**config.mk**
```make
export PLATFORM = sky130hd
export DESIGN_NAME = osc_title_sequence_parser
export DESIGN_NICKNAME = d
export VERILOG_FILES = /design/src/otsp_pkg.sv /design/src/otsp_ram.sv /design/src/osc_title_sequence_parser.sv
export SDC_FILE = /design/constraint.sdc
export NUM_CORES = 1
export LEC_CHECK = 0
export ABC_AREA = 1
export CORE_AREA = 10 10 254 256
export DETAILED_ROUTE_END_ITERATION = 8
export DIE_AREA = 0 0 264 266
export DONT_BUFFER_PORTS = 1
export REMOVE_ABC_BUFFERS = 1
export SETUP_SLACK_MARGIN = 0.05
export SLEW_MARGIN = 10
export SYNTH_ARGS = -nofsm -noshare
export SYNTH_HDL_FRONTEND = slang
export SYNTH_SLANG_ARGS = --single-unit
export TNS_END_PERCENT = 100
```
**constraint.sdc**
```tcl
create_clock -name i_clk -period 4.55 [get_ports i_clk]
set_input_delay 0.455 -clock i_clk [delete_from_list [all_inputs] [get_ports i_clk]]
set_output_delay 0.455 -clock i_clk [all_outputs]
set_load 0.03 [all_outputs]
```
**src/otsp_pkg.sv**
```systemverilog
// Shared types and constants for the OSC title sequence parser.
package otsp_pkg;

    localparam int PAYLOAD_DEPTH = 64;
    localparam int ADDR_W        = $clog2(PAYLOAD_DEPTH);
    localparam int LEN_W         = ADDR_W + 1;

    localparam logic [LEN_W-1:0] FULL_LEN      = LEN_W'(PAYLOAD_DEPTH - 1);
    localparam logic [LEN_W-1:0] LAST_SLOT_LEN = LEN_W'(PAYLOAD_DEPTH - 2);

    localparam logic [7:0] BYTE_NUL    = 8'h00;
    localparam logic [7:0] BYTE_BEL    = 8'h07;
    localparam logic [7:0] BYTE_ESC    = 8'h1B;
    localparam logic [7:0] BYTE_ST8    = 8'h9C;
    localparam logic [7:0] BYTE_OSC8   = 8'h9D;
    localparam logic [7:0] CH_RBRACKET = 8'h5D;
    localparam logic [7:0] CH_BSLASH   = 8'h5C;
    localparam logic [7:0] CH_SEMI     = 8'h3B;
    localparam logic [7:0] CH_0        = 8'h30;
    localparam logic [7:0] CH_9        = 8'h39;
    localparam logic [3:0] DIGIT_MAX_OK = 4'd2;

    typedef enum logic [1:0] {
        MODE_GROUND,
        MODE_ESC,
        MODE_OSC,
        MODE_OSC_ESC
    } t_mode;

    typedef enum logic [2:0] {
        S_RUN,
        S_WR2,
        S_NUM_RD,
        S_NUM_CHK,
        S_TTL_RD,
        S_TTL_CHK,
        S_TTL_END
    } t_state;

endpackage

```
**src/otsp_ram.sv**
```systemverilog
// Generic single-write, single-read synchronous RAM with registered read data.
module otsp_ram #(
    parameter int WIDTH = 8,
    parameter int DEPTH = 64
) (
    input  logic                     i_clk,
    input  logic                     i_we,
    input  logic [$clog2(DEPTH)-1:0] i_waddr,
    input  logic [WIDTH-1:0]         i_wdata,
    input  logic                     i_re,
    input  logic [$clog2(DEPTH)-1:0] i_raddr,
    output logic [WIDTH-1:0]         o_rdata
);

    logic [WIDTH-1:0] r_mem [DEPTH];
    logic [WIDTH-1:0] r_rdata;

    always_ff @(posedge i_clk) begin
        if (i_we) begin
            r_mem[i_waddr] <= i_wdata;
        end
        if (i_re) begin
            r_rdata <= r_mem[i_raddr];
        end
    end

    assign o_rdata = r_rdata;

endmodule

```
**src/osc_title_sequence_parser.sv**
```systemverilog
// Top level of the OSC window title sequence parser.
//
// The slave stream takes one received terminal byte per request. The master
// stream gives the new window title one character per request, with tlast on
// the final character and tuser set on the single result of an empty title.
// The configuration write enables the 8-bit OSC and ST control bytes.
//
// An ordinary byte is taken directly in the run state. An ESC pair kept inside
// a payload is written as the ESC and then, in S_WR2, the byte after it, since
// the payload memory has one write port. When a sequence closes, the payload
// memory is walked from the start with one read port: each byte examined is
// read, then checked; the slave side is not ready during that walk.
// A stalled master side holds the walk, while a finished result waits in the
// output register and the next input byte is already taken.
// Reset returns the parser to ground with an empty payload and C1 controls
// off; the payload memory itself is not cleared.
module osc_title_sequence_parser
    import otsp_pkg::*;
(
    input  logic       i_clk,
    input  logic       i_rst_n,
    input  logic       i_cfg_wr_en,
    input  logic       i_cfg_wr_data,
    input  logic       s_axis_tvalid,
    output logic       s_axis_tready,
    input  logic [7:0] s_axis_tdata,   // [7:0] data_byte
    output logic       m_axis_tvalid,
    input  logic       m_axis_tready,
    output logic [7:0] m_axis_tdata,   // [7:0] title_byte
    output logic       m_axis_tlast,
    output logic       m_axis_tuser    // [0] empty_title
);

    t_state           r_state, n_state;
    t_mode            r_mode, n_mode;
    logic             r_c1;
    logic [LEN_W-1:0] r_len, n_len;
    logic [LEN_W-1:0] r_pos, n_pos;
    logic [7:0]       r_pend, n_pend;
    logic [7:0]       r_hold, n_hold;
    logic             r_held, n_held;
    logic             r_num_nz, n_num_nz;
    logic             r_num_big, n_num_big;
    logic             r_out_valid, n_out_valid;
    logic [7:0]       r_out_data, n_out_data;
    logic             r_out_last, n_out_last;
    logic             r_out_empty, n_out_empty;

    logic              w_accept;
    logic              w_slot_free;
    logic              w_last_slot;
    logic              w_close_byte;
    logic              w_is_digit;
    logic              w_pos_end;
    logic [7:0]        w_rdata;
    logic              w_ram_we;
    logic [ADDR_W-1:0] w_ram_waddr;
    logic [7:0]        w_ram_wdata;
    logic              w_ram_re;

    otsp_ram #(
        .WIDTH(8),
        .DEPTH(PAYLOAD_DEPTH)
    ) u_payload_ram (
        .i_clk  (i_clk),
        .i_we   (w_ram_we),
        .i_waddr(w_ram_waddr),
        .i_wdata(w_ram_wdata),
        .i_re   (w_ram_re),
        .i_raddr(r_pos[ADDR_W-1:0]),
        .o_rdata(w_rdata)
    );

    assign s_axis_tready = (r_state == S_RUN);
    assign w_accept      = s_axis_tvalid && s_axis_tready;
    assign w_slot_free   = !r_out_valid || m_axis_tready;
    assign w_last_slot   = (r_len == LAST_SLOT_LEN);
    assign w_close_byte  = (s_axis_tdata == BYTE_BEL) || (r_c1 && (s_axis_tdata == BYTE_ST8));
    assign w_is_digit    = w_rdata inside {[CH_0:CH_9]};
    assign w_pos_end     = (r_pos >= r_len);

    always_comb begin
        n_state = r_state;
        case (r_state)
            S_RUN: begin
                if (w_accept) begin
                    case (r_mode)
                        MODE_OSC: begin
                            if (s_axis_tdata != BYTE_ESC && (w_close_byte || w_last_slot)) begin
                                n_state = S_NUM_RD;
                            end
                        end
                        MODE_OSC_ESC: begin
                            if (s_axis_tdata == CH_BSLASH || w_last_slot) begin
                                n_state = S_NUM_RD;
                            end else begin
                                n_state = S_WR2;
                            end
                        end
                        default: n_state = S_RUN;
                    endcase
                end
            end
            S_WR2:     n_state = w_last_slot ? S_NUM_RD : S_RUN;
            S_NUM_RD:  n_state = w_pos_end ? S_RUN : S_NUM_CHK;
            S_NUM_CHK: begin
                if (w_is_digit) begin
                    n_state = S_NUM_RD;
                end else if (r_pos != '0 && w_rdata == CH_SEMI && !r_num_big) begin
                    n_state = S_TTL_RD;
                end else begin
                    n_state = S_RUN;
                end
            end
            S_TTL_RD:  n_state = w_pos_end ? S_TTL_END : S_TTL_CHK;
            S_TTL_CHK: begin
                if (w_rdata == BYTE_NUL) begin
                    n_state = S_TTL_END;
                end else if (!r_held || w_slot_free) begin
                    n_state = S_TTL_RD;
                end
            end
            S_TTL_END: n_state = w_slot_free ? S_RUN : S_TTL_END;
            default:   n_state = S_RUN;
        endcase
    end

    always_comb begin
        n_mode      = r_mode;
        n_len       = r_len;
        n_pos       = r_pos;
        n_pend      = r_pend;
        n_hold      = r_hold;
        n_held      = r_held;
        n_num_nz    = r_num_nz;
        n_num_big   = r_num_big;
        n_out_valid = r_out_valid && !m_axis_tready;
        n_out_data  = r_out_data;
        n_out_last  = r_out_last;
        n_out_empty = r_out_empty;
        w_ram_we    = 1'b0;
        w_ram_waddr = r_len[ADDR_W-1:0];
        w_ram_wdata = s_axis_tdata;
        w_ram_re    = 1'b0;
        case (r_state)
            S_RUN: begin
                n_pos     = '0;
                n_held    = 1'b0;
                n_num_nz  = 1'b0;
                n_num_big = 1'b0;
                if (w_accept) begin
                    case (r_mode)
                        MODE_GROUND: begin
                            if (s_axis_tdata == BYTE_ESC) begin
                                n_mode = MODE_ESC;
                            end else if (r_c1 && s_axis_tdata == BYTE_OSC8) begin
                                n_mode = MODE_OSC;
                            end
                        end
                        MODE_ESC: begin
                            n_mode = (s_axis_tdata == CH_RBRACKET) ? MODE_OSC : MODE_GROUND;
                        end
                        MODE_OSC: begin
                            if (s_axis_tdata == BYTE_ESC) begin
                                n_mode = MODE_OSC_ESC;
                            end else if (w_close_byte) begin
                                n_mode = MODE_GROUND;
                            end else begin
                                w_ram_we = 1'b1;
                                n_len    = r_len + 1'b1;
                                if (w_last_slot) begin
                                    n_mode = MODE_GROUND;
                                end
                            end
                        end
                        default: begin
                            if (s_axis_tdata == CH_BSLASH) begin
                                n_mode = MODE_GROUND;
                            end else begin
                                w_ram_we    = 1'b1;
                                w_ram_wdata = BYTE_ESC;
                                n_len       = r_len + 1'b1;
                                n_pend      = s_axis_tdata;
                                if (w_last_slot) begin
                                    n_mode = MODE_GROUND;
                                end
                            end
                        end
                    endcase
                end
            end
            S_WR2: begin
                w_ram_we    = 1'b1;
                w_ram_wdata = r_pend;
                n_len       = r_len + 1'b1;
                n_mode      = w_last_slot ? MODE_GROUND : MODE_OSC;
            end
            S_NUM_RD: begin
                if (w_pos_end) begin
                    n_len = '0;
                end else begin
                    w_ram_re = 1'b1;
                end
            end
            S_NUM_CHK: begin
                if (w_is_digit) begin
                    n_num_big = r_num_big || r_num_nz || (w_rdata[3:0] > DIGIT_MAX_OK);
                    n_num_nz  = r_num_nz || (w_rdata[3:0] != 4'd0);
                    n_pos     = r_pos + 1'b1;
                end else if (r_pos != '0 && w_rdata == CH_SEMI && !r_num_big) begin
                    n_pos = r_pos + 1'b1;
                end else begin
                    n_len = '0;
                end
            end
            S_TTL_RD: begin
                w_ram_re = !w_pos_end;
            end
            S_TTL_CHK: begin
                if (w_rdata != BYTE_NUL && (!r_held || w_slot_free)) begin
                    if (r_held) begin
                        n_out_valid = 1'b1;
                        n_out_data  = r_hold;
                        n_out_last  = 1'b0;
                        n_out_empty = 1'b0;
                    end
                    n_hold = w_rdata;
                    n_held = 1'b1;
                    n_pos  = r_pos + 1'b1;
                end
            end
            S_TTL_END: begin
                if (w_slot_free) begin
                    n_out_valid = 1'b1;
                    n_out_data  = r_held ? r_hold : BYTE_NUL;
                    n_out_last  = 1'b1;
                    n_out_empty = !r_held;
                    n_len       = '0;
                end
            end
            default: begin
                n_len = '0;
            end
        endcase
    end

    always_ff @(posedge i_clk) begin
        if (!i_rst_n) begin
            r_state     <= S_RUN;
            r_mode      <= MODE_GROUND;
            r_c1        <= 1'b0;
            r_len       <= '0;
            r_out_valid <= 1'b0;
        end else begin
            r_state     <= n_state;
            r_mode      <= n_mode;
            r_len       <= n_len;
            r_out_valid <= n_out_valid;
            if (i_cfg_wr_en) begin
                r_c1 <= i_cfg_wr_data;
            end
        end
    end

    always_ff @(posedge i_clk) begin
        r_pos       <= n_pos;
        r_pend      <= n_pend;
        r_hold      <= n_hold;
        r_held      <= n_held;
        r_num_nz    <= n_num_nz;
        r_num_big   <= n_num_big;
        r_out_data  <= n_out_data;
        r_out_last  <= n_out_last;
        r_out_empty <= n_out_empty;
    end

    assign m_axis_tvalid = r_out_valid;
    assign m_axis_tdata  = r_out_data;
    assign m_axis_tlast  = r_out_last;
    assign m_axis_tuser  = r_out_empty;

    a_len_bound: assert property (@(posedge i_clk) disable iff (!i_rst_n)
        r_len <= FULL_LEN)
        else $error("Payload length exceeds the store.");

    a_empty_form: assert property (@(posedge i_clk) disable iff (!i_rst_n)
        m_axis_tvalid && m_axis_tuser |-> m_axis_tlast && (m_axis_tdata == BYTE_NUL))
        else $error("Empty title result is malformed.");

    a_write_phase: assert property (@(posedge i_clk) disable iff (!i_rst_n)
        w_ram_we |-> (r_state == S_RUN || r_state == S_WR2) && !w_ram_re)
        else $error("Payload write during the close walk.");

endmodule
```
---- After elaboration in Yosys (flattened, before gate mapping) ----
Memories as Yosys holds them, arrays and structs flattened. A register that Yosys moved wholly into a read port is not among the register bits.
Cells that the tools add are included.
operators by class
  reductions and logical operators ........ 45
  equality and inequality tests ........... 34
  $lt $le $gt $ge ......................... 4
  multiplexer cells ....................... 73
  bitwise operators ....................... 3
  add/subtract/negate cells ............... 2
operator list
  kind                 count
  $mux 7               11
  $mux 8               7
  $pmux 7 s6           1
  $pmux 8 s2           2
  $mux 2               13
  $mux 3               7
  $pmux 3 s7           1
  $pmux 7 s3           1
  $pmux 1 s2           9
  $mux 1               17
  $eq 8x7->1 const B   2
  $eq 8x8->1 const B   2
  $ne 2x2->1 const B   8
  $ne 3x3->1 const B   5
  $add 7x1->7 const B  2
  $pmux 7 s2           1
  $reduce_and 10->1    1
  $eq 3x3->1 const B   3
  $logic_and 1x1->1    9
  $reduce_and 3->1     3
  $eq 8x3->1 const B   1
  $eq 8x5->1 const B   1
  $eq 8x6->1 const B   1
  $ge 8x6->1 const B   1
  other kinds (30)     52
storage, ports and cells
  bits in writable memories ............... 512
  input port bits ......................... 14
  memories ................................ 1
  flip-flop bits (word level) ............. 50
  output and inout port bits .............. 12
  word-level logic and storage cells ...... 176
memories
  memory               words  bits a word  rd ports  clocked after Yosys merged registers in  write ports  RTL line        source
  u_payload_ram.r_mem  64     8            1         1                                        1            otsp_ram.sv:15  logic [WIDTH-1:0] r_mem [DEPTH];

---- Longest topological paths before layout ----
Gate-level depths: netlist (run 1).
  depth after elaboration ................. 10
  gate-level depth with buffers ........... 15
  gate-level depth less buffers ........... 12

---- Cells and area by module ----
A second synthesis (run 1) with hierarchy kept.
second synthesis, totals
  cell total of the unflattened synthesis .. 2210
  area, all modules ....................... 24395.9 um2
modules (own cells, without submodules)
  module                     sequential area each (um2)  instances  area each (um2)  cells each
  otsp_ram                   15615.0                     1          21371.7          1822
  osc_title_sequence_parser  1361.3                      1          3024.2           388

---- Worst setup path before layout (run 1) ----
Ideal clock, no wire load.
  kind .................................... input to register
  start ................................... in s_axis_tdata[0]
  end ..................................... mem u_payload_ram.r_mem[0][6], data pin
  library setup time ...................... 0.702 ns
  arrival ................................. 3.730 ns
  required time ........................... 3.848 ns
  cell stages on the path ................. 7
  buffers on the path ..................... 0
  setup slack ............................. 0.119 ns
  path through ............................ inv_1 > nand2_1 > nor2_1 > a21oi_4 > nor2_2 > inv_1 > o21ai_0
between the ends
  cells in the longest elaborated chain, start to end .. 5
RTL lines
  item                          RTL line                          source
  from (decl)                   osc_title_sequence_parser.sv:26   input logic [7:0] s_axis_tdata,
  $eq 8x7->1                    osc_title_sequence_parser.sv:177  if (s_axis_tdata == CH_BSLASH) begin
  $mux 8                        osc_title_sequence_parser.sv:177
  $mux 8                        osc_title_sequence_parser.sv:152  case (r_mode)
  $mux 8                        osc_title_sequence_parser.sv:151  if (w_accept) begin
  $pmux 8 s2                    osc_title_sequence_parser.sv:145  case (r_state)
  net u_payload_ram.i_wdata[6]  otsp_ram.sv:9                     input logic [WIDTH-1:0] i_wdata,
  to (decl)                     otsp_ram.sv:15
The timed path passes the listed nets, and every way through them passes these cells.

---- Worst setup path after layout (run 1) ----
  start ................................... reg r_state[2]
  end ..................................... mem u_payload_ram.r_mem[48][6], enable pin
between the ends
  cells in the longest elaborated chain, start to end .. 6
  elaborated cells between the ends (all ways) .. 7
  classes of those cells .................. eq/ne (1); mux (4); reduce/logical (2)
RTL lines
  item                              RTL line                                                           source
  from (decl)                       osc_title_sequence_parser.sv:34                                    t_state r_state, n_state;
  from (signal assigned)            osc_title_sequence_parser.sv:255                                   r_state <= n_state;
  $logic_not 3->1                   osc_title_sequence_parser.sv:74, osc_title_sequence_parser.sv:145
  $logic_and 1x1->1                 osc_title_sequence_parser.sv:75                                    assign w_accept = s_axis_tvalid && s_axis_tready;
  $mux 1                            osc_title_sequence_parser.sv:151
  $pmux 1 s2 (*)                    osc_title_sequence_parser.sv:145
  $mux 1 (*)                        otsp_ram.sv:19                                                     if (i_we) begin
  $mux 1 (not written as such) (*)  otsp_ram.sv:20                                                     r_mem[i_waddr] <= i_wdata;
Every way passes the cells marked *; elsewhere a longest branch is shown, timed or not.

==> reports/qor.csv, run 1 <==
metric;value;unit
status;finished clean;
numCtsBuffers;55;
worstPathArrival;3660;ps
grt_pass1_wl;92.8;mm
end_kind;register;
r2r_cells;9;
io_pins;26;
die_area;0.0702;mm²
htree_levels;2;
required;4790;ps
async_reset_ff_frac;0;
die_w;264;µm
antenna_found_initial;0;
powerDensity;421;mW/mm²
clock_sinks;570;
worst-slew-pin-transition;1190;ps
startpoint;r_state[2]$_SDFFE_PN0P_;
drc;0;
synth_top_flop_cell;edfxtp_1;
clk_pin_slew;60;ps
synth_cell_types;44;
cts_tree;built;
max-cap-violations;0;
hp-class;input pin to register;
route.vias.total;15500;
p_sw;2.45;mW
vdd_drop_max;0.000309;V
hold_viol;0;
syn-mean-instance-area;11.9;µm²
seqCellArea;0.0170;mm²
firstDrtPassIters;6;
routed_via_density;5.55;
intPower;8.62;mW
wl;61.5;mm
nNetsFinal;1984;
grt.total_usage;0.170;
clock_skew;11.0;ps
num_rows;90;
critPathCapture;u_payload_ram.r_mem[48][6]$_DFFE_PP_;
r2r_setup_slack;1120;ps
layout_common_cells;edfxtp_1 (556), nor2_1 (429), o21ai_0 (305);
rsz0062_at_grt;false;
coreArea;0.0597;mm²
clockBufferDepth;3;
clkPwrFrac;0.419;
overflow;0;
critPathMaxFanout;13;
slew_viol_final;0;
r2r-end;u_payload_ram.r_mem[48][6]$_DFFE_PP_;
netlist_area;0.0235;mm²
die_y;266;µm
first_iter_violations;1765;
layout_commonest_cell;edfxtp_1;
worstSetupPathType;register to register;
setup_tns;0;ps
timing.final.crit_share;0.753;
power_frac_seq;0.524;
p_sw_frac;0.221;
multi_input_area;0.00587;mm²
port_buffers;0;
area_delta_synth_final;11.9;%
cts_setup_buffers;0;
cts_resized;0;
seq_area_frac_synth;0.723;
dpl.hpwl;36.8;mm
regToRegStartpoint;r_state[2]$_SDFFE_PN0P_;
hold_path.startpoint;m_axis_tready;
max-slew-margin-rel;0.208;
min_period;3430;ps
synth-edff-count;556;
drive_above_1_share;0.0674;
fillers;5435;
max_freq;0.292;GHz
ant_nets;0;
leakage;8.67;nW
power_frac_comb;0.057;
grt_max_degree;207;
start_util;0.393;
clk-insertion-delay-late;610;ps
hold_buffers;11;
yosys_warnings;0;
p_total;11.1;mW
synthCells;1975;
finalWeightedCongestion;0.861;
setup_violations;0;
ys_ff_latch;570;
grt_pass1_vias;15000;
startpoint_type;register;
root_buffer;clkbuf_16;
wl_per_cell;22.1;µm
through the flow:
step	hold WS [ps]	setup slack, ps	util	area, µm²	cells
3_5_place_dp	441	1060	0.408	24300	2673
6_report	133	1120	0.440	26300	2786
5_1_grt	141	996	0.440	26300	2785
4_1_cts	116	1070	0.440	26300	2785
2_1_floorplan	427	-6020	-	23000	1871
3_3_place_gp	447	1180	0.408	24300	2673
area by class of cell:
class                      count  share of cell area
sequential                   570               0.646
multi-input combinational   1228               0.223
clock buffer                  68              0.0558
tap                          782              0.0373
clock inverter                33              0.0136
timing repair buffer          31              0.0128
inverter                      73              0.0106
antenna                        1           0.0000953
layer usage:
layer  vias up  wire length [µm]  global-route usage
li1       7042                 -                   -
met1      7636             26100               0.230
met2       674             28800               0.270
met3       102              4740              0.0312
met4         0              1860              0.0621
met5         -                 0                   0
registers in the layout, indices dropped and copies added, names as in the netlist:
| name | count |
|---|---|
| m_axis_tuser | 1 |
| r_state | 3 |
| r_num_nz | 1 |
| r_num_big | 1 |
| r_pos | 7 |
| u_payload_ram.r_mem | 512 |
| m_axis_tvalid | 1 |
| m_axis_tdata | 8 |
| m_axis_tlast | 1 |
| r_c1 | 1 |
| r_held | 1 |
| r_len | 7 |
| r_pend | 8 |
| u_payload_ram.o_rdata | 8 |
| r_mode | 2 |
| r_hold | 8 |
cells in the mapped netlist, types with 2 or more instances:
| cell | instances | area (µm²) |
|---|---|---|
| nand4_1 | 31 | 194 |
| xor2_1 | 5 | 43.8 |
| edfxtp_1 | 556 | 16700 |
| clkinv_1 | 2 | 7.51 |
| nor2_2 | 2 | 12.5 |
| buf_2 | 32 | 160 |
| o22ai_1 | 91 | 569 |
| clkbuf_1 | 68 | 255 |
| nand3_1 | 44 | 220 |
| ha_1 | 11 | 138 |
| inv_1 | 67 | 251 |
| o21ai_0 | 311 | 1560 |
| nand4_4 | 5 | 106 |
| and2_1 | 9 | 56.3 |
| o21ai_1 | 4 | 20.0 |
| a21oi_1 | 33 | 165 |
| nor2_1 | 432 | 1620 |
| dfxtp_1 | 14 | 280 |
| nand4_2 | 3 | 37.5 |
| nand2_1 | 224 | 841 |
| inv_2 | 4 | 15.0 |
| nor3_1 | 5 | 25.0 |
worst min path at each step:
| stage | end | slack (ps) | cells past startpoint |
|---|---|---|---|
| global route | m_axis_tvalid$_SDFF_PN0_ | 140 | 2 |
| finish | m_axis_tvalid$_SDFF_PN0_ | 130 | 2 |
| CTS | m_axis_tvalid$_SDFF_PN0_ | 120 | 2 |
| floorplan | r_hold[7]$_DFFE_PP_ | 430 | 0 |
| global placement | r_hold[6]$_DFFE_PP_ | 450 | 0 |
| detailed placement | r_hold[6]$_DFFE_PP_ | 440 | 0 |
cell families (layout without fill, tap and decap cells):
kind of cell               count (synthesis)  count (layout)  synth area share
xor gates and xnor gates                   6               6           0.00224
DFF                                      570             570             0.723
other                                      0               1                 0
adders and majority gates                 11              11           0.00586
and+or+nand+nor                          766             766             0.137
AOI/OAI and AO/OA                        445             445             0.101
buffers and inverters                    177             205            0.0305
worst max-delay path, stage by stage, from the launching register on:
cell,delay [ps]
dfxtp_1,370
inv_2,130
nand3_4,140
nor2_4,140
nand2_2,120
a21oi_4,330
nor2_2,100
o21ai_4,260
nand4_2,690
nor2_1,770
power groups by stage:
stage,Combinational (mW),Sequential (mW),Clock (mW)
2_1_floorplan,0.326,5.94,0
3_3_place_gp,0.612,5.91,0
3_5_place_dp,0.615,5.91,0
4_1_cts,0.625,5.80,4.69
5_1_grt,0.684,5.79,4.91
6_report,0.630,5.80,4.64
Power figures use the tool's default switching activity.
==> run 2: changes to the inputs <==
==> constraint.sdc (replaced) <==
create_clock -name i_clk -period 3.5 [get_ports i_clk]
set_input_delay 0.35 -clock i_clk [delete_from_list [all_inputs] [get_ports i_clk]]
set_output_delay 0.35 -clock i_clk [all_outputs]
set_load 0.03 [all_outputs]
==> run 2 against run 1 <==
Fmax increased by 18%; critical path type unchanged; largest power group unchanged; utilization increased by 0.85 points; register-to-register slack lost 530 ps.
==> reports/qor.csv, run 2 (synthesis gave the netlist of run 1 again) <==
metric;value;unit;change
clk-insertion-delay-late;620;ps;about the same
setup_tns;0;ps;unchanged
power_frac_seq;0.528;;+0.004
grt.total_usage;0.168;;-0.00239
cp_slowest_cell;nor2_1;;
p_total;14.3;mW;+29%
root_buffer;clkbuf_16;;
power_frac_comb;0.056;;about the same
wl_per_cell;21.3;µm;-3.5%
max-slew-margin-rel;0.356;;+0.148
hp-class;input pin to register;;
startpoint_type;register;;
end_kind;register;;
finalWeightedCongestion;0.874;;+1.5%
nNetsFinal;2049;;+3.3%
vdd_drop_max;0.000438;V;+42%
drive_above_1_share;0.0958;;+0.0284
firstDrtPassIters;5;;-1
p_sw_frac;0.221;;about the same
critPathMaxFanout;13;;unchanged
area_delta_synth_final;14.0;%;
worstSetupPathType;register to register;;
clkPwrFrac;0.416;;-0.003
powerDensity;533;mW/mm²;+27%
routed_via_density;5.45;;-1.8%
rsz0062_at_grt;false;;
die_w;264;µm;unchanged
intPower;11.1;mW;+29%
clock_sinks;570;;unchanged
grt_max_degree;163;;-21%
cp_top_family;simple AND/OR/NAND/NOR gates;;
start_util;0.393;;unchanged
dpl.hpwl;36.2;mm;-1.7%
grt_pass1_vias;15200;;+1.3%
layout_common_cells;edfxtp_1 (556), nor2_1 (429), o21ai_0 (305);;
antenna_found_initial;0;;unchanged
met1_length;25.5;mm;-2.4%
layout_commonest_cell;edfxtp_1;;
max_stage_delay;640;ps;-130 ps
dr_wl_met3;4.55;mm;-4.0%
die_y;266;µm;unchanged
highest_layer;met4;;
required;3750;ps;-1040 ps
first_iter_violations;1684;;-4.6%
numCtsBuffers;56;;+1.8%
status;finished clean;;
antenna_cells;0;;-1
top_register;u_payload_ram.r_mem;;
timing.hold.ws;94.4;ps;-38.5 ps
max-cap-violations;0;;unchanged
cts_resized;0;;unchanged
clock_skew;16.9;ps;+5.87 ps
drc;0;;unchanged
coreArea;0.0597;mm²;unchanged
cts_tree;built;;
routed-wl-met2;28.8;mm;+0.14%
hold_viol;0;;unchanged
clk_pin_slew;60;ps;about the same
worst-slew-pin-transition;966;ps;-221 ps
wl;60.6;mm;-1.4%
largest_reg_flops;512;;unchanged
timing.final.crit_share;0.830;;+0.0776
route.vias.total;15500;;+0.39%
dp_cells;2736;;+2.4%
slew_viol_final;0;;unchanged
leakage;9.01;nW;+3.9%
htree_levels;2;;unchanged
ant_nets;0;;unchanged
p_sw;3.15;mW;+29%
port_buffers;0;;unchanged
grt_pass1_wl;91.8;mm;-1.2%
overflow;0;;unchanged
num_rows;90;;unchanged
clockBufferDepth;3;;unchanged
worstPathArrival;3160;ps;-500 ps
setup_violations;0;;unchanged
max_freq;0.344;GHz;+18%
cp_num_buf_inv;1;;unchanged
min_period;2910;ps;-519 ps
final_cells;2848;;+2.2%
die_area;0.0702;mm²;unchanged
io_pins;26;;unchanged
path_cells;inv_2, nand3_4, nor2_4, nand3_1, o21ai_4, nand4_4, nor2_1;;
[run 2: layout make-up]
type | instances | area [µm²]
repair buffers | 95 | 868
inverters | 73 | 279
multi-input cells | 1228 | 5870
clock buffers | 68 | 1450
flip-flops and latches | 570 | 17000
clock inverters | 32 | 353
well taps | 782 | 978
fillers | 5375 | 32900
[run 2: worst paths after layout]
path,to,slack (ps),depth (start not counted),from
worst max-delay path,u_payload_ram.r_mem[5][0]$_DFFE_PP_,590,7,r_state[2]$_SDFFE_PN0P_
worst min-delay path,r_state[1]$_SDFFE_PN0P_,90,2,i_rst_n
worst max register to register,u_payload_ram.r_mem[5][0]$_DFFE_PP_,590,7,r_state[2]$_SDFFE_PN0P_
worst min register to register,r_hold[7]$_DFFE_PP_,450,0,u_payload_ram.o_rdata[7]$_DFFE_PP_
[run 2: metal layers]
| metal | GRT usage | vias to the layer above |
|---|---|---|
| met4 | 0.0570 | 0 |
| met5 | 0 | - |
| li1 | - | 7172 |
| met3 | 0.0302 | 111 |
| met2 | 0.273 | 647 |
| met1 | 0.223 | 7584 |
[run 2: timing repair]
item | 4_1_cts | 5_1_grt
buffers inserted | 0 | 0
endpoints found under the hold margin | 12 | 0
hold buffers | 12 | 0
[run 2: power groups by stage]
| stage | logic [mW] | registers, mW | clock network, mW |
|---|---|---|---|
| 4_1_cts | 0.798 | 7.54 | 6.05 |
| 2_1_floorplan | 0.424 | 7.72 | 0 |
| 6_report | 0.801 | 7.54 | 5.94 |
| 3_5_place_dp | 0.784 | 7.68 | 0 |
| 3_3_place_gp | 0.783 | 7.68 | 0 |
| 5_1_grt | 0.877 | 7.53 | 6.33 |
[run 2: per-stage QoR]
stage                util  setup WS, ps  instance area [µm²]
detailed placement  0.416           589                24800
floorplan               -         -7070                23000
global route        0.448           414                26800
CTS                 0.448           596                26800
global placement    0.416           679                24800
finish              0.448           594                26800
==> run 3: changes to the inputs <==
--- a/config.mk
+++ b/config.mk
@@ -5,10 +5,10 @@
 export SDC_FILE = /design/constraint.sdc
 export NUM_CORES = 1
 export LEC_CHECK = 0
-export ABC_AREA = 1
-export CORE_AREA = 10 10 254 256
+export ABC_AREA = 0
+export CORE_AREA = 10 10 250 252
 export DETAILED_ROUTE_END_ITERATION = 8
-export DIE_AREA = 0 0 264 266
+export DIE_AREA = 0 0 260 262
 export DONT_BUFFER_PORTS = 1
 export REMOVE_ABC_BUFFERS = 1
 export SETUP_SLACK_MARGIN = 0.05
==> constraint.sdc (replaced) <==
create_clock -name i_clk -period 2.7 [get_ports i_clk]
set_input_delay 0.27 -clock i_clk [delete_from_list [all_inputs] [get_ports i_clk]]
set_output_delay 0.27 -clock i_clk [all_outputs]
set_load 0.03 [all_outputs]
==> run 3 against run 2 <==
Clock skew is 2.2 ps higher; critical path depth is 2 higher; fmax is 11% higher; register-to-register slack worse by 520 ps; non-clock buffer count is 53 higher; sequential power is 29% higher; sequential share of layout area is 1.9 points lower; die area is 3.0% lower; clock-buffer cell count is 1 higher; utilization is 3.3 points higher; hold slack worse by 70 ps; critical endpoint is now u_payload_ram.o_rdata[2]$_DFFE_PP_; largest cell class unchanged.
==> reports/qor.csv, run 3 <==
metric;value;unit;change
dpl.hpwl;32.7;mm;-9.6%
startpoint_type;register;;
grt_max_degree;65;;-60%
yosysMostFrequentCell;edfxtp_1;;
clk-insertion-delay-late;620;ps;about the same
seq_area_frac_synth;0.748;;+0.0246
firstDrtPassIters;5;;unchanged
die_y;262;µm;-1.5%
max-cap-violations;0;;unchanged
cp_common_cell;buf_12;;
path_cells;buf_12, buf_12, buf_12, buf_4, mux4_2, a22oi_2, a21oi_1, buf_4, or4_4;;
p_sw_frac;0.195;;-0.0259
synthTopCellsByArea;edfxtp_1 (74%), mux4_2 (13%), a22oi_1 (1.9%), nor2_1 (1.3%), dfxtp_1 (1.2%);;
intPower;14.4;mW;+30%
max_stage_delay;460;ps;-180 ps
design_area;0.0276;mm²;+3.2%
vdd_drop_max;0.000434;V;-0.86%
worstSetupPathType;register to register;;
slew_viol_final;0;;unchanged
nNetsFinal;1350;;-34%
drive_above_1_share;0.357;;+0.261
async_reset_ff_frac;0;;unchanged
layout_setup_ws;76.7;ps;-517 ps
finalWeightedCongestion;0.808;;-7.6%
io_pins;26;;unchanged
p_sw;3.50;mW;+11%
root_buffer;clkbuf_16;;
min_period;2620;ps;-283 ps
powerDensity;649;mW/mm²;+22%
worstPathArrival;2980;ps;-180 ps
top_register;u_payload_ram.r_mem;;
syn-mean-instance-area;19.1;µm²;+61%
first_iter_violations;1152;;-32%
synth_top_area_frac;0.735;;+0.0242
synth_top_flop_cell;edfxtp_1;;
routed_via_density;5.67;;+4.1%
die_area;0.0681;mm²;-3.0%
hp-class;input pin to register;;
clock_skew;19.0;ps;+2.17 ps
layout_common_cells;edfxtp_1 (556), mux4_2 (128), buf_4 (96);;
hold_viol;0;;unchanged
clkPwrFrac;0.445;;+0.029
start_util;0.396;;+0.00241
grt.total_usage;0.159;;-0.00856
setup_violations;0;;unchanged
clock_sinks;570;;unchanged
grt_pass1_vias;12200;;-20%
dp_slack;-178;ps;-767 ps
ys_ff_latch;570;;unchanged
timing.final.crit_share;0.972;;+0.141
wl;54.3;mm;-11%
power_frac_seq;0.541;;+0.013
layout_commonest_cell;edfxtp_1;;
coreArea;0.0574;mm²;-3.9%
status;finished clean;;
num_rows;88;;-2.2%
max_freq;0.381;GHz;+11%
die_w;260;µm;-1.5%
required;3060;ps;-690 ps
synth-edff-count;556;;unchanged
largest_reg_flops;512;;unchanged
numCtsBuffers;57;;+1.8%
synth_cell_types;62;;+41%
timing.hold.ws;24.8;ps;-69.6 ps
area_delta_synth_final;21.6;%;
grt_pass1_wl;81.4;mm;-11%
ant_nets;0;;unchanged
fillers;4658;;-13%
leakage;8.37;nW;-7.1%
max-slew-margin-rel;0.160;;-0.196
port_buffers;0;;unchanged
synth_top_cell_by_area;edfxtp_1;;
placed_area;0.0245;mm²;-1.3%
antenna_found_initial;0;;unchanged
route.vias.total;12100;;-22%
worst-slew-pin-transition;1250;ps;+284 ps
wl_per_cell;25.4;µm;+19%
antenna_cells;0;;unchanged
synth_commonest_cells;edfxtp_1 (556), mux4_2 (128), nor2_1 (76), a22oi_1 (58), a21oi_1 (46);;
cp_slowest_cell;or4_4;;
critPathMaxFanout;6;;-7
power_frac_comb;0.014;;-0.042
drc;0;;unchanged
rsz0062_at_grt;true;;
end_kind;register;;
overflow;0;;unchanged
yosys_warnings;0;;unchanged
htree_levels;2;;unchanged
clk_pin_slew;60;ps;about the same
cts_tree;built;;
netlist_area;0.0227;mm²;-3.3%
clockBufferDepth;3;;unchanged
synthCells;1186;;-40%
[run 3: worst paths after layout]
| kind | depth (start not counted) | start | slack (ps) | endpoint |
|---|---|---|---|---|
| min | 3 | m_axis_tready | 20 | m_axis_tvalid$_SDFF_PN0_ |
| max reg2reg | 9 | r_pos[0]$_SDFFCE_PN0P_ | 80 | u_payload_ram.o_rdata[2]$_DFFE_PP_ |
| min reg2reg | 0 | u_payload_ram.o_rdata[7]$_DFFE_PP_ | 500 | r_hold[7]$_DFFE_PP_ |
| max | 9 | r_pos[0]$_SDFFCE_PN0P_ | 80 | u_payload_ram.o_rdata[2]$_DFFE_PP_ |
[run 3: layer usage]
metal | routed length [µm] | vias to the layer above | GRT usage
met3 | 4070 | 96 | 0.0274
met4 | 1380 | 0 | 0.0539
met1 | 23500 | 6310 | 0.228
li1 | - | 5187 | -
met2 | 25300 | 531 | 0.244
met5 | 0 | - | 0
[run 3: power by group through the flow]
| stage | logic [mW] | clock network (mW) | registers, mW |
|---|---|---|---|
| global route | 0.274 | 8.52 | 9.69 |
| global placement | 0.230 | 0 | 9.88 |
| detailed placement | 0.236 | 0 | 9.88 |
| finish | 0.253 | 7.97 | 9.69 |
| CTS | 0.255 | 8.13 | 9.69 |
| floorplan | 0.0938 | 0 | 9.89 |
[run 3: critical path, delay by kind of cell (launching register included)]
| kind | cells | cell delay, ps |
|---|---|---|
| mux | 1 | 420 |
| simple gates | 1 | 460 |
| buf+inv | 5 | 740 |
| compound gates | 2 | 310 |
| flops | 1 | 450 |
[run 3: cell families after synthesis]
family                     count (synthesis)  share of synthesized area
and+or+nand+nor                          228                     0.0525
xor gates and xnor gates                   6                    0.00231
DFF                                      570                      0.748
adders and majority gates                 11                    0.00606
AOI/OAI and AO/OA                        155                     0.0459
muxes                                    131                      0.128
buffers and inverters                     85                     0.0171
[run 3: final cells by class]
cell class / count / area, µm² / area share
Timing Repair Buffer: 148 / 1630 / 0.0590
Clock buffer: 69 / 1510 / 0.0548
Clock inverter: 38 / 373 / 0.0135
Inverter: 17 / 68.8 / 0.00249
Sequential cell: 570 / 17000 / 0.615
Tap cell: 765 / 957 / 0.0347
Multi-Input combinational cell: 531 / 6090 / 0.221
[run 3: what timing repair did]
action,in CTS,in global routing
cloned,2,1
resized for setup,70,109
buffers inserted,19,16
endpoints found under the hold margin,21,0
hold buffers,11,0
pin swaps,12,24
endpoints found under the setup margin,399,429
[run 3: stage by stage]
stage,std cells,power (mW),utilization,TNS [ps]
floorplan,1118,9.99,-,-338800
global placement,1988,10.1,0.427,-11510
detailed placement,1988,10.1,0.427,-22450
CTS,2124,18.1,0.471,-6360
global route,2138,18.5,0.481,0
finish,2138,17.9,0.481,0
